### src/sv/csws_pkg.sv
package csws_pkg;

  localparam int unsigned MAX_RES = 4;
  localparam int unsigned CNT_W   = $clog2(MAX_RES + 1);
  localparam int unsigned IDX_W   = $clog2(MAX_RES);

  localparam logic [7:0] CH_NUL     = 8'h00;
  localparam logic [7:0] CH_NEWLINE = 8'h0A;
  localparam logic [7:0] CH_SPACE   = 8'h20;
  localparam logic [7:0] CH_STAR    = 8'h2A;
  localparam logic [7:0] CH_SLASH   = 8'h2F;
  localparam logic [7:0] PRINT_LO   = 8'd32;
  localparam logic [7:0] PRINT_HI   = 8'd127;

  // filter state of both passes
  typedef struct packed {
    logic [7:0] p1_held;
    logic       p1_full;
    logic       in_line;
    logic [7:0] p2_held;
    logic       p2_full;
    logic       in_block;
    logic [7:0] prior;
  } filt_st_t;

  // one byte pushed through a pass: new state and possibly one kept byte
  typedef struct packed {
    filt_st_t   st;
    logic       keep;
    logic [7:0] ch;
  } feed_t;

  // results of one input word, handed to the output buffer
  typedef struct packed {
    logic                     load;
    logic [MAX_RES-1:0][7:0]  bytes;
    logic [CNT_W-1:0]         cnt;
    logic                     has;
    logic                     eot;
  } batch_t;

  function automatic feed_t feed_pass2(filt_st_t s, logic [7:0] nxt);
    feed_t      r;
    logic [7:0] c0;
    logic [7:0] c1;
    r    = '0;
    r.st = s;
    c0   = s.p2_held;
    c1   = nxt;
    if (!s.p2_full) begin
      r.st.p2_held = nxt;
      r.st.p2_full = 1'b1;
    end else begin
      if (c0 == CH_SLASH && c1 == CH_STAR) begin
        r.st.in_block = 1'b1;
        c0 = CH_SPACE;
        c1 = CH_SPACE;
      end else if (c0 == CH_STAR && c1 == CH_SLASH) begin
        r.st.in_block = 1'b0;
        c0 = CH_SPACE;
        c1 = CH_SPACE;
      end
      r.keep = !r.st.in_block && !(c0 == CH_SPACE && c1 == CH_SPACE) &&
               !(s.prior == CH_STAR && c0 == CH_SPACE);
      r.ch         = c0;
      r.st.prior   = c0;
      r.st.p2_held = c1;
    end
    return r;
  endfunction

  function automatic feed_t feed_pass1(filt_st_t s, logic [7:0] nxt);
    feed_t      r;
    filt_st_t   t;
    logic [7:0] c0;
    logic [7:0] p;
    r  = '0;
    t  = s;
    c0 = s.p1_held;
    p  = CH_SPACE;
    if (!s.p1_full) begin
      t.p1_held = nxt;
      t.p1_full = 1'b1;
      r.st      = t;
    end else begin
      if (c0 == CH_SLASH && nxt == CH_SLASH) begin
        t.in_line = 1'b1;
      end else if (c0 == CH_NEWLINE) begin
        t.in_line = 1'b0;
      end
      if (!t.in_line && c0 >= PRINT_LO && c0 <= PRINT_HI) begin
        p = c0;
      end
      r            = feed_pass2(t, p);
      r.st.p1_held = nxt;
    end
    return r;
  endfunction

endpackage

### src/sv/csws_in_if.sv
interface csws_in_if;
  logic       valid;
  logic       ready;
  logic [7:0] text_byte;
  logic       last_byte;

  modport source (output valid, output text_byte, output last_byte, input ready);
  modport sink   (input valid, input text_byte, input last_byte, output ready);
endinterface

### src/sv/csws_out_if.sv
interface csws_out_if;
  logic       valid;
  logic       ready;
  logic [7:0] out_byte;
  logic       has_byte;
  logic       end_of_text;

  modport source (output valid, output out_byte, output has_byte, output end_of_text,
                  input ready);
  modport sink   (input valid, input out_byte, input has_byte, input end_of_text,
                  output ready);
endinterface

### src/sv/csws_core.sv
module csws_core (
  input  logic              clk_i,
  input  logic              rst_ni,
  input  logic              in_valid_i,
  output logic              in_ready_o,
  input  logic [7:0]        text_byte_i,
  input  logic              last_byte_i,
  input  logic              load_ok_i,
  output csws_pkg::batch_t  batch_o
);
  import csws_pkg::*;

  logic       in_valid_q;
  logic [7:0] in_byte_q;
  logic       in_last_q;
  filt_st_t   st_q, st_d;
  logic       fire;

  feed_t f0, f1, f2, f3;
  logic [MAX_RES-1:0]      keep;
  logic [MAX_RES-1:0][7:0] chs;

  assign fire       = in_valid_q && load_ok_i;
  assign in_ready_o = !in_valid_q || fire;

  always_ff @(posedge clk_i or negedge rst_ni) begin
    if (!rst_ni) begin
      in_valid_q <= 1'b0;
    end else if (in_valid_i && in_ready_o) begin
      in_valid_q <= 1'b1;
    end else if (fire) begin
      in_valid_q <= 1'b0;
    end
  end

  always_ff @(posedge clk_i) begin
    if (in_valid_i && in_ready_o) begin
      in_byte_q <= text_byte_i;
      in_last_q <= last_byte_i;
    end
  end

  always_ff @(posedge clk_i or negedge rst_ni) begin
    if (!rst_ni) begin
      st_q <= '0;
    end else if (fire) begin
      st_q <= st_d;
    end
  end

  // on the last word: space sentinel, then a zero past the end through both passes
  always_comb begin
    f0 = feed_pass1(st_q, in_byte_q);
    f1 = feed_pass1(f0.st, CH_SPACE);
    f2 = feed_pass1(f1.st, CH_NUL);
    f3 = feed_pass2(f2.st, CH_NUL);
    st_d = in_last_q ? '0 : f0.st;
    keep = {f3.keep, f2.keep, f1.keep, f0.keep} &
           (in_last_q ? {MAX_RES{1'b1}} : MAX_RES'(1));
    chs  = {f3.ch, f2.ch, f1.ch, f0.ch};
  end

  always_comb begin
    logic [CNT_W-1:0] n;
    n = '0;
    batch_o = '0;
    for (int i = 0; i < MAX_RES; i++) begin
      if (keep[i]) begin
        batch_o.bytes[n[IDX_W-1:0]] = chs[i];
        n = n + CNT_W'(1);
      end
    end
    batch_o.load = fire;
    batch_o.eot  = in_last_q;
    // end of text with nothing kept still sends one empty word
    batch_o.has  = !(in_last_q && n == '0);
    batch_o.cnt  = (in_last_q && n == '0) ? CNT_W'(1) : n;
  end

endmodule

### src/sv/csws_obuf.sv
module csws_obuf (
  input  logic              clk_i,
  input  logic              rst_ni,
  input  csws_pkg::batch_t  batch_i,
  output logic              load_ok_o,
  output logic              out_valid_o,
  input  logic              out_ready_i,
  output logic [7:0]        out_byte_o,
  output logic              has_byte_o,
  output logic              end_of_text_o
);
  import csws_pkg::*;

  logic [MAX_RES-1:0][7:0] ent_q;
  logic [CNT_W-1:0]        rem_q;
  logic [IDX_W-1:0]        idx_q;
  logic                    has_q;
  logic                    eot_q;
  logic                    take;

  assign out_valid_o   = rem_q != '0;
  assign take          = out_valid_o && out_ready_i;
  assign load_ok_o     = (rem_q == '0) || (rem_q == CNT_W'(1) && out_ready_i);
  assign out_byte_o    = ent_q[idx_q];
  assign has_byte_o    = has_q;
  assign end_of_text_o = eot_q && rem_q == CNT_W'(1);

  always_ff @(posedge clk_i or negedge rst_ni) begin
    if (!rst_ni) begin
      rem_q <= '0;
      idx_q <= '0;
      has_q <= 1'b0;
      eot_q <= 1'b0;
    end else if (batch_i.load) begin
      rem_q <= batch_i.cnt;
      idx_q <= '0;
      has_q <= batch_i.has;
      eot_q <= batch_i.eot;
    end else if (take) begin
      rem_q <= rem_q - CNT_W'(1);
      idx_q <= idx_q + IDX_W'(1);
    end
  end

  always_ff @(posedge clk_i) begin
    if (batch_i.load) begin
      ent_q <= batch_i.bytes;
    end
  end

endmodule

### src/sv/comment_strip_whitespace_squeeze.sv
// Flow: an accepted word is held in the input register and filtered from it; its results
//   load into the result buffer once that can take them, and are shown from there.
// Throughput: one input word per cycle unless the result buffer stalls; each word yields
//   at most one result word, the last byte up to four, drained one per cycle when ready.
// Reset (rst_ni low, asynchronous): both filter passes, the input and result
//   registers empty; a new text starts after reset and after every end of text.
module comment_strip_whitespace_squeeze (
  input  logic       clk_i,
  input  logic       rst_ni,
  csws_in_if.sink    in_i,
  csws_out_if.source out_o
);
  import csws_pkg::*;

  batch_t batch;
  logic   load_ok;

  csws_core u_core (
    .clk_i       (clk_i),
    .rst_ni      (rst_ni),
    .in_valid_i  (in_i.valid),
    .in_ready_o  (in_i.ready),
    .text_byte_i (in_i.text_byte),
    .last_byte_i (in_i.last_byte),
    .load_ok_i   (load_ok),
    .batch_o     (batch)
  );

  csws_obuf u_obuf (
    .clk_i         (clk_i),
    .rst_ni        (rst_ni),
    .batch_i       (batch),
    .load_ok_o     (load_ok),
    .out_valid_o   (out_o.valid),
    .out_ready_i   (out_o.ready),
    .out_byte_o    (out_o.out_byte),
    .has_byte_o    (out_o.has_byte),
    .end_of_text_o (out_o.end_of_text)
  );

endmodule

### src/flat_wrapper.sv
// flat-port wrapper written by rule: the top's interface ports become plain ports
module comment_strip_whitespace_squeeze_flat import csws_pkg::*;
  (clk_i, rst_ni, in_i_valid, in_i_text_byte, in_i_last_byte, in_i_ready, out_o_valid, out_o_out_byte, out_o_has_byte, out_o_end_of_text, out_o_ready);
  csws_in_if in_i_i ();
  csws_out_if out_o_i ();
  input  logic clk_i;
  input  logic rst_ni;
  input wire logic [$bits(in_i_i.valid)-1:0] in_i_valid;
  input wire logic [$bits(in_i_i.text_byte)-1:0] in_i_text_byte;
  input wire logic [$bits(in_i_i.last_byte)-1:0] in_i_last_byte;
  output wire logic [$bits(in_i_i.ready)-1:0] in_i_ready;
  output wire logic [$bits(out_o_i.valid)-1:0] out_o_valid;
  output wire logic [$bits(out_o_i.out_byte)-1:0] out_o_out_byte;
  output wire logic [$bits(out_o_i.has_byte)-1:0] out_o_has_byte;
  output wire logic [$bits(out_o_i.end_of_text)-1:0] out_o_end_of_text;
  input wire logic [$bits(out_o_i.ready)-1:0] out_o_ready;
  assign in_i_i.valid = in_i_valid;
  assign in_i_i.text_byte = in_i_text_byte;
  assign in_i_i.last_byte = in_i_last_byte;
  assign in_i_ready = in_i_i.ready;
  assign out_o_valid = out_o_i.valid;
  assign out_o_out_byte = out_o_i.out_byte;
  assign out_o_has_byte = out_o_i.has_byte;
  assign out_o_end_of_text = out_o_i.end_of_text;
  assign out_o_i.ready = out_o_ready;
  comment_strip_whitespace_squeeze u_core (.clk_i(clk_i), .rst_ni(rst_ni), .in_i(in_i_i), .out_o(out_o_i));
endmodule
### config.mk
export PLATFORM = sky130hd
export DESIGN_NAME = comment_strip_whitespace_squeeze_flat
export DESIGN_NICKNAME = d
export VERILOG_FILES = /design/src/sv/csws_pkg.sv /design/src/sv/csws_in_if.sv /design/src/sv/csws_out_if.sv /design/src/sv/csws_core.sv /design/src/sv/csws_obuf.sv /design/src/sv/comment_strip_whitespace_squeeze.sv /design/src/flat_wrapper.sv
export SDC_FILE = /design/constraint.sdc
export NUM_CORES = 1
export LEC_CHECK = 0
export ABC_AREA = 1
export BUFFER_PORTS_ARGS = -buffer_cell sky130_fd_sc_hd__buf_4
export CELL_PAD_IN_SITES_DETAIL_PLACEMENT = 2
export CELL_PAD_IN_SITES_GLOBAL_PLACEMENT = 2
export CORE_ASPECT_RATIO = 1.2
export CORE_MARGIN = 4
export CORE_UTILIZATION = 40
export CTS_CLUSTER_SIZE = 10
export DETAILED_ROUTE_END_ITERATION = 8
export PLACE_DENSITY_LB_ADDON = 0.08
export SKIP_CTS_REPAIR_TIMING = 1
export SYNTH_ARGS = -nofsm -noshare
export SYNTH_HDL_FRONTEND = slang
export SYNTH_HIERARCHICAL = 1
export SYNTH_SLANG_ARGS = --single-unit
### constraint.sdc
create_clock -name clk_i -period 9.1 [get_ports clk_i]
set_input_delay 0.91 -clock clk_i [delete_from_list [all_inputs] [get_ports clk_i]]
set_output_delay 0.91 -clock clk_i [all_outputs]
set_load 0.01 [all_outputs]
==> results.cfg, run 1 <==
[run_status]
outcome = completed

[pwr]
power_frac_seq_pct = 28.6
power.internal_mw = 1.19
p_leak_nw = 2.46
vdd_drop_max_v = 0.000171
power.share.switching_pct = 49.1
powerDensity_mw_per_mm2 = 423
pwr-share-comb_pct = 53.7
p_switching_mw = 1.15
clockPowerShare_pct = 17.7

[die]
die_area_sq_mm = 0.0141
start_util_pct = 40.8
die_w_microns = 109
die_h_microns = 129
core_sq_mm = 0.0121
fp-row-count = 44
ios = 25

[clock_tree]
cts_buffer_depth = 2
numCtsBuffers = 9
cts.clk_slew.worst_paths_ns = 0.07
cts_tree = done
cts-root-buf = clkbuf_16
clock-sinks = 77
clock_latency_ns = 0.34
h-tree-depth = 3

[sta]
whs_ns = 0.522
worst_clock_skew_ns = 0.00928
rsz0062_at_grt = false
fmax_ghz = 0.187
hold_viol = 0
tns_ns = 0
setup_viol = 0
timing.slew.headroom_pct = 31.7
drv_slew = 0
worstMarginPinSlew_ns = 1.02
fin_crit_sh_pct = 58.7
period_minus_slack_ns = 5.35

[grt]
grt-ovfl-total = 0
grt_pass1_vias = 5012
track_usage_pct = 25.5
grt_start_max_net_pins = 71
antenna_found_initial = 0
grt_pass1_wl_mm = 27.1

[logic_synthesis]
yosys.area.top_type = edfxtp_1
ys_seq_elements = 77
avgSynthCellArea_sq_um = 7.98
synth_top_cell_area_share_pct = 25.0
syn_area_sq_mm = 0.00492
synth.area.top_cells = edfxtp_1 (25%), dfrtp_1 (18%), nand2_1 (7.9%)
synth_cell_types = 44
synth.yosys.seq_area_share_pct = 43.4
syn_inst = 616
yosys_warnings = 6

[run]
cap_violations = 0

[detailed_routing]
drc_errors = 0
wl_mm = 16.8
dr.pass1.iters = 4
antenna_left = 0
num_vias = 4364
via_per_inst = 5.46
drtIter0Drc = 129
post_drt_wl_per_cell_microns = 21.1

[placement]
place_congestion = 0.864
port_buffers = 24
dpl.hpwl_mm = 13.0
dp_cells = 783
placed_area_sq_mm = 0.00517

[layout]
syn2layout_area_growth_pct = 12.2
fillers = 1414
design_area_sq_mm = 0.00551
antenna_cells = 0
fin_cells = 799
fin_nets = 654
fin_util_pct = 45.7
final_cell_mix = nand2_1 (104), nor2_1 (86), inv_1 (73)
final_common_cell = nand2_1
drive_above_1_share_pct = 15.8

[worst_setup_path]
setup.worst_path.end_class = flop
startpoint_type = flop
crit_path_max_fanout = 19
worstPathRequired_ns = 9.36
criticalPathCategory = flop to flop
worstPathArrival_ns = 5.60

[hold_path]
worst_hold_path_type = primary input to async pin
==> worst max-delay path, stage by stage (launching register included) <==
cell	delay, ns
dfrtp_1	0.60
nand2_1	0.34
clkinv_1	0.52
nand2_4	0.32
nand2_2	0.09
inv_1	0.10
nor2_1	0.05
nand3_1	0.08
nand2_2	0.09
o21ai_0	0.40
o21ai_0	0.22
nand2_2	0.18
nand2_1	0.19
inv_2	0.17
ha_1	0.30
nand3_4	0.20
nand2_4	0.10
inv_2	0.07
ha_1	0.18
nand3_1	0.14
nand2_2	0.21
nand3_1	0.14
o21ai_1	0.17
nand2_1	0.09
o21ai_0	0.12
nand2_1	0.09
o21ai_2	0.07
==> cell usage after synthesis <==
| library cell | count |
|---|---|
| nand2_4 | 12 |
| a21oi_2 | 1 |
| nand3b_2 | 1 |
| conb_1 | 1 |
| a31oi_1 | 1 |
| a21oi_1 | 14 |
| nand4_1 | 13 |
| o21ai_1 | 5 |
| nand4_2 | 1 |
| nand3_1 | 57 |
| nor2_8 | 1 |
| buf_6 | 3 |
| o31ai_1 | 2 |
| nand2_1 | 104 |
| nor3_1 | 6 |
| o2111ai_1 | 1 |
| buf_2 | 3 |
| dfrtp_1 | 36 |
| o21bai_1 | 1 |
| buf_4 | 6 |
| buf_8 | 1 |
| o41ai_1 | 1 |
| nand2_2 | 10 |
| o21ai_0 | 54 |
| nand3_2 | 7 |
| ha_1 | 8 |
| o21ai_2 | 3 |
| clkbuf_1 | 8 |
| nor2_1 | 86 |
| o22ai_1 | 23 |
| nand3_4 | 2 |
| nand3b_1 | 1 |
| inv_6 | 1 |
| nand2_8 | 1 |
| o31ai_4 | 1 |
| inv_2 | 11 |
| edfxtp_1 | 41 |
| inv_1 | 74 |
| clkinv_1 | 3 |
| nor4_1 | 1 |
| nor2_4 | 4 |
| nor2_2 | 4 |
| nand4_4 | 1 |
| xor2_1 | 1 |
==> registers in the layout, summed over array words and instances (netlist names) <==
name / count
u_core/u_obuf/ent_q: 32
u_core/u_core/st_q: 28
u_core/u_core/in_byte_q: 8
u_core/u_obuf/rem_q: 3
u_core/u_obuf/idx_q: 2
u_core/u_core/in_last_q: 1
u_core/u_core/in_valid_q: 1
u_core/u_obuf/eot_q: 1
u_core/u_obuf/has_byte_o: 1
==> through the flow <==
step	power (mW)	setup WS, ns
floorplan	1.52	5.32
global placement	1.83	4.20
detailed placement	1.92	3.94
CTS	2.36	3.80
global route	2.52	3.33
finish	2.33	3.75
==> final timing paths <==
path	from	end	slack, ns	cells after the start
max	u_core/u_core/st_q[19]	u_core/u_obuf/rem_q[0]	3.75	26
min	rst_ni	u_core/u_obuf/eot_q	0.52	1
max reg2reg	u_core/u_core/st_q[19]	u_core/u_obuf/rem_q[0]	3.75	26
min reg2reg	u_core/u_core/st_q[5]	u_core/u_core/st_q[5]	0.52	2
max in group asynchronous	rst_ni	u_core/u_core/st_q[2]	8.20	1
min in group clk_i	u_core/u_core/st_q[5]	u_core/u_core/st_q[5]	0.52	2
==> layout make-up <==
class                      count  area (sq um)  area share [%]
clock inverter                 6           111            2.02
sequential                    77          2130            38.7
multi-input combinational    431          2310            42.0
inverter                      89           339            6.15
clock buffer                  10           229            4.15
tap                          161           201            3.65
timing repair buffer          25           188            3.40
==> power by group through the flow <==
stage	clock (mW)	sequential, mW	combinational [mW]
3_5_place_dp	0	0.673	1.25
2_1_floorplan	0	0.609	0.916
4_1_cts	0.424	0.668	1.27
3_3_place_gp	0	0.659	1.17
5_1_grt	0.438	0.684	1.40
6_report	0.413	0.667	1.25
==> layer usage <==
layer	global-route usage (%)	vias to the layer above	share of wire (%)
met2	47.8	56	54
met5	0	-	0
met3	3.14	37	2.0
met4	12.8	0	4.1
met1	27.8	2198	40
li1	-	2073	-
==> cell families (layout without fill, tap and decap cells) <==
| group | count (synthesis) | count (layout) | synth area share [%] |
|---|---|---|---|
| and+or+nand+nor | 312 | 312 | 32.2 |
| buffers and inverters | 110 | 130 | 9.72 |
| AOI/OAI and AO/OA | 107 | 107 | 12.4 |
| DFF | 77 | 77 | 43.4 |
| adders and majority gates | 8 | 8 | 2.04 |
| other | 1 | 3 | 0.0763 |
| xor gates and xnor gates | 1 | 1 | 0.178 |
Note: power is estimated with default switching activity, not from simulation.
==> run 2, diff against run 1 <==
Settings changed: ABC_AREA 1 to 0, CORE_UTILIZATION 40 to 36.
Clock period 9.1 ns to 4.6 ns, I/O delays scaled along.
==> run 2 against run 1 <==
  * The run now ends with setup timing left
  * Combinational power is 110% higher
  * Cell area grew 7.4%
  * Largest power group unchanged
  * Clock power increased by 69%
  * Largest cell class unchanged
==> results.cfg, run 2 <==
[run_status]
outcome = finished with violations
violations = setup timing

[layout]
antenna_cells = 0
fin_nets = 571
fin_cells = 719
final_common_cell = buf_4
final_cell_mix = buf_4 (92), nand2_1 (57), nor2_1 (48)
syn2layout_area_growth_pct = 25.4
largest_reg_flops = 32
multi_input_area_sq_mm = 0.00252
regMostFlops = u_core/u_obuf/ent_q
regArea_sq_mm = 0.00213
largestRegisters = u_core/u_obuf/ent_q x32, u_core/u_core/st_q x28, u_core/u_core/in_byte_q x8
fillers = 1352
drive_above_1_share_pct = 29.5

[sta]
drv_slew = 0
rsz0062_at_grt = true
setup_slack_ns = -0.0699
timing.slew.headroom_pct = 58.5
fin_crit_sh_pct = 102
period_minus_slack_ns = 4.67
worst_clock_skew_ns = 0.00949
whs_ns = 0.105
fmax_ghz = 0.214
worstMarginPinSlew_ns = 0.617
setup_viol = 2
hold_viol = 0

[clock_tree]
cts_tree = done
cts-root-buf = clkbuf_16
cts_buffer_depth = 2
numCtsBuffers = 9
h-tree-depth = 3
clock-sinks = 77
cts.clk_slew.worst_paths_ns = 0.07
clock_latency_ns = 0.35

[worst_setup_path]
setup.worst_path.end_class = flop
crit_path_top_delay_cell = or4b_4
crit_top_cell = or4_4
startpoint_type = flop
critical_path_buf_inv_count = 1
worstPathRequired_ns = 4.83
cp_top_family = simple AND/OR/NAND/NOR gates
criticalPathCategory = flop to flop
worstPathArrival_ns = 4.90
crit_path_max_fanout = 5
path_cells = or4b_4, a211o_1, or4_4, or4_4, or3_4, a21o_1, a2bb2oi_4, buf_4, xor2_4, ha_4, nor2_1, nand2_1, o221ai_1, nand4_1, mux2_2
critPathMaxStageDelay_ns = 0.56

[pwr]
power.internal_mw = 2.52
clockPowerShare_pct = 15.4
total_power_mw = 4.52
p_switching_mw = 2.00
p_leak_nw = 2.30
vdd_drop_max_v = 0.000326
power_frac_seq_pct = 26.4
powerDensity_mw_per_mm2 = 763
power.share.switching_pct = 44.1
pwr-share-comb_pct = 58.3

[logic_synthesis]
synthTopCellsByCount = nand2_1 (57), nor2_1 (50), edfxtp_1 (41)
syn_area_sq_mm = 0.00472
synth.yosys.seq_area_share_pct = 45.2
yosys_warnings = 6
synth_ff_type = edfxtp_1
synth_most_common_cell = nand2_1
synth.area.top_cells = edfxtp_1 (26%), dfrtp_1 (19%), nand2_1 (4.5%)
ys_seq_elements = 77
async_flop_share_pct = 46.8
synth_top_cell_area_share_pct = 26.1
avgSynthCellArea_sq_um = 9.94
synth_edf_count = 41
synth_cell_types = 82
yosys.area.top_type = edfxtp_1
syn_inst = 475

[detailed_routing]
drc_errors = 0
num_vias = 4231
wl_mm = 17.4
via_per_inst = 5.88
dr.pass1.iters = 4
drtIter0Drc = 183
antenna_left = 0
post_drt_wl_per_cell_microns = 24.2

[grt]
grt_pass1_wl_mm = 27.0
grt-ovfl-total = 0
antenna_found_initial = 0
track_usage_pct = 23.3
grt_start_max_net_pins = 46
grt_pass1_vias = 4697

[die]
fp-row-count = 45
die_w_microns = 113
core_sq_mm = 0.0127
ios = 25
die_area_sq_mm = 0.0150
start_util_pct = 37.1
die_h_microns = 133

[placement]
place_congestion = 0.851
dp_cells = 697
dpl.hpwl_mm = 13.1
port_buffers = 24

[run]
cap_violations = 0

[hold_path]
worst_hold_path_type = primary input to async pin
run 2: cell types whose count changed after synthesis, moves of 8 or more:
cell     change
nand2_4     -12
o22ai_1     -22
inv_1       -60
o21ai_0     -20
inv_2        -8
a22o_1       +9
nand2_2     -10
nand2_1     -47
nor2_1      -36
nand3_1     -46
run 2: power groups by stage:
stage / logic (mW) / registers [mW] / clock network, mW
global placement: 2.28 / 1.17 / 0
global route: 2.85 / 1.22 / 0.750
finish: 2.63 / 1.19 / 0.696
CTS: 2.41 / 1.19 / 0.710
floorplan: 1.54 / 1.13 / 0
detailed placement: 2.40 / 1.21 / 0
run 2: cell type report:
type	count	area share, %
Clock buffer	9	3.80
Clock inverter	7	0.993
Inverter	17	1.12
Multi-Input combinational cell	352	42.6
Sequential cell	77	36.0
Tap cell	164	3.46
Timing Repair Buffer	93	12.0
run 2: routing by layer:
metal / track usage, % / share of wire, % / wire length [microns] / vias up
met1: 27.5 / 40 / 6960 / 2156
met5: 0 / 0 / 0 / -
met3: 3.86 / 3.1 / 534 / 40
li1: - / - / - / 1940
met2: 41.9 / 53 / 9240 / 95
met4: 9.22 / 3.6 / 631 / 0
run 2: path summary, 6_finish.rpt:
check,end,cells after the start,slack (ns),from
worst min-delay path,u_core/u_obuf/rem_q[1],1,0.10,rst_ni
worst max register to register,u_core/u_obuf/has_byte_o,15,-0.07,u_core/u_core/in_byte_q[4]
max in group asynchronous,u_core/u_core/st_q[21],1,4.12,rst_ni
worst min register to register,u_core/u_core/st_q[5],1,0.50,u_core/u_core/st_q[5]
min in group clk_i,u_core/u_core/in_byte_q[5],1,0.29,in_i_text_byte[5]
worst max-delay path,u_core/u_obuf/has_byte_o,15,-0.07,u_core/u_core/in_byte_q[4]
run 2: cells by family after synthesis:
| family | count (synthesis) | share of synthesized area, % |
|---|---|---|
| buf+inv | 48 | 4.66 |
| other cells | 1 | 0.0794 |
| mux | 14 | 5.25 |
| xor+xnor | 3 | 0.557 |
| fa+ha+maj | 8 | 2.12 |
| compound gates | 123 | 19.7 |
| flops | 77 | 45.2 |
| simple gates | 201 | 22.5 |
run 2: worst register-to-register path, delay by kind of cell (launching register included):
family	cells	cell delay [ns]
xor gates and xnor gates	1	0.20
and+or+nand+nor	7	2.39
AOI/OAI and AO/OA	4	0.89
adders and majority gates	1	0.24
buffers and inverters	1	0.18
muxes	1	0.29
DFF	1	0.39
run 2: per-stage QoR:
step                cell area (sq um)  utilization (%)  TNS [ns]  worst slack [ns]
finish                           5920             46.5    -0.136           -0.0699
CTS                              5780             45.4    -0.411            -0.231
global placement                 5490             43.2         0            0.0168
global route                     5920             46.5    -0.625            -0.238
detailed placement               5490             43.2    -0.370            -0.247
floorplan                        4790                -    -0.129           -0.0940
==> run 3, diff against run 2 <==
Settings changed: CELL_PAD_IN_SITES_DETAIL_PLACEMENT 2 to 0, CELL_PAD_IN_SITES_GLOBAL_PLACEMENT 2 to 1, CORE_UTILIZATION 36 to 44.
==> run 3 against run 2 <==
  * The run still ends with setup timing left
  * Routed wire length decreased by 21%
  * Utilization grew 8.6 points
  * Critical path depth increased by 2
  * Register-to-register slack better by 0.05 ns
  * Flip-flop and latch count unchanged
  * Clock power increased by 12%
  * Largest cell class unchanged
  * Largest power group unchanged
  * Highest routed layer unchanged
==> results.cfg, run 3 (same netlist as run 2, synthesis figures left out) <==
[worst_setup_path]
setup.worst_path.end_class = flop
r2r_slack_ns = -0.02
worst-r2r-cell-count = 17
cp.depth = 17
startpoint_type = flop
critPathMaxStageDelay_ns = 0.57
crit_path_end = u_core/u_obuf/rem_q[0]
cp-startpoint = u_core/u_core/in_byte_q[6]
worstPathRequired_ns = 4.88
criticalPathCategory = flop to flop
path_cells = or4b_4, a211o_1, or4_4, or4_4, or3_4, a21oi_4, nand3_4, inv_4, ha_4, xor2_2, ha_1, or3_1, mux2i_1, o21ai_1, a32oi_1, nand2b_1, o31a_1
worstPathArrival_ns = 4.91
crit_path_max_fanout = 3
crit_top_cell = or4_4
crit_path_top_delay_cell = or4b_4
reg2reg_from = u_core/u_core/in_byte_q[6]
r2r_end = u_core/u_obuf/rem_q[0]
cp_top_family = simple AND/OR/NAND/NOR gates
critical_path_buf_inv_count = 1

[grt]
grt_pass1_vias = 4010
grt-ovfl-total = 0
grt_pass1_wl_mm = 22.1
grt_start_max_net_pins = 37
antenna_found_initial = 0
track_usage_pct = 23.5

[sta]
rsz0062_at_grt = true
drv_slew = 0
setup_slack_ns = -0.0234
hold_viol = 0
worstMarginPinSlew_ns = 0.686
period_minus_slack_ns = 4.62
setup_viol = 1
fmax_ghz = 0.216
timing.slew.headroom_pct = 54.3
worst_clock_skew_ns = 0.0107
fin_crit_sh_pct = 101

[clock_tree]
cts.clk_slew.worst_paths_ns = 0.06
clock_latency_ns = 0.35
numCtsBuffers = 9
h-tree-depth = 3
cts-root-buf = clkbuf_16
cts_buffer_depth = 2
clock-sinks = 77
cts_tree = done

[placement]
dpl.hpwl_mm = 10.2
place_congestion = 0.887
placed_area_sq_mm = 0.00542
port_buffers = 24
dpl_worst_slack_ns = -0.0586

[detailed_routing]
dr.pass1.iters = 5
wl_mm = 13.7
post_drt_wl_per_cell_microns = 20.3
drc_errors = 0
num_vias = 4091
drtIter0Drc = 238
via_per_inst = 6.05
antenna_left = 0

[layout]
syn2layout_area_growth_pct = 22.8
final_cell_mix = buf_4 (84), nand2_1 (57), nor2_1 (50)
design_area_sq_mm = 0.00580
largestRegisters = u_core/u_obuf/ent_q x32, u_core/u_core/st_q x28, u_core/u_core/in_byte_q x8
fillers = 950
largest_reg_flops = 32
fin_util_pct = 55.1
drive_above_1_share_pct = 26.9
antenna_cells = 0
fin_nets = 563
regMostFlops = u_core/u_obuf/ent_q
final_common_cell = buf_4

[pwr]
power_frac_seq_pct = 27.3
vdd_drop_max_v = 0.000290
power.share.switching_pct = 41.0
total_power_mw = 4.29
powerDensity_mw_per_mm2 = 739
clockPowerShare_pct = 18.2
power.internal_mw = 2.53
p_leak_nw = 2.28
pwr-share-comb_pct = 54.5
p_switching_mw = 1.75

[run]
cap_violations = 0

[hold_path]
worst_hold_path_type = primary input to async pin

[die]
core_sq_mm = 0.0105
die_w_microns = 103
ios = 25
start_util_pct = 44.9
fp-row-count = 41
die_h_microns = 121
die_area_sq_mm = 0.0125

[run_status]
outcome = finished with violations
violations = setup timing
==> run 3: cell type report <==
type                            instances  area, sq um  share of cell area (%)
Multi-Input combinational cell        352         2460                    42.5
Sequential cell                        77         2130                    36.8
Timing Repair Buffer                   85          651                    11.2
Inverter                               17         66.3                    1.14
Tap cell                              129          161                    2.78
Clock inverter                          6         95.1                    1.64
Clock buffer                           10          229                    3.95
==> run 3: worst min path at each step <==
stage                                     endpoint  slack (ns)  cells after the start
final                       u_core/u_obuf/rem_q[1]        0.09                      1
after global routing         u_core/u_core/st_q[6]        0.13                      1
after CTS                    u_core/u_core/st_q[7]        0.11                      1
after detailed placement     u_core/u_core/st_q[5]        0.47                      1
after global placement       u_core/u_core/st_q[9]        0.47                      1
after floorplan           u_core/u_core/in_valid_q        0.16                      0
==> run 3: through the flow <==
| stage | std cells | TNS [ns] | hold WS, ns |
|---|---|---|---|
| CTS | 674 | -0.121 | 0.113 |
| finish | 676 | -0.0234 | 0.0883 |
| detailed placement | 658 | -0.0586 | 0.475 |
| floorplan | 477 | -0.129 | 0.164 |
| global route | 676 | -0.353 | 0.133 |
| global placement | 658 | 0 | 0.474 |
==> run 3: power by group through the flow <==
stage | clock, mW | sequential (mW) | combinational [mW]
final | 0.780 | 1.17 | 2.34
after global routing | 0.821 | 1.20 | 2.56
after CTS | 0.797 | 1.17 | 2.28
after detailed placement | 0 | 1.18 | 2.27
after global placement | 0 | 1.17 | 2.24
after floorplan | 0 | 1.13 | 1.54
==> run 3: worst register-to-register path: cells and delay by family (launching register included) <==
kind	cells	cell delay, ns
and+or+nand+nor	7	2.41
DFF	1	0.39
muxes	1	0.15
AOI/OAI and AO/OA	5	0.87
adders and majority gates	2	0.52
buffers and inverters	1	0.07
xor gates and xnor gates	1	0.15
==> run 3: layer usage <==
layer | global-route usage [%] | vias to the layer above | share of wire [%]
li1 | - | 1941 | -
met2 | 39.1 | 122 | 51
met4 | 8.29 | 0 | 2.7
met5 | 0 | - | 0
met3 | 4.83 | 29 | 4.5
met1 | 29.8 | 1999 | 42
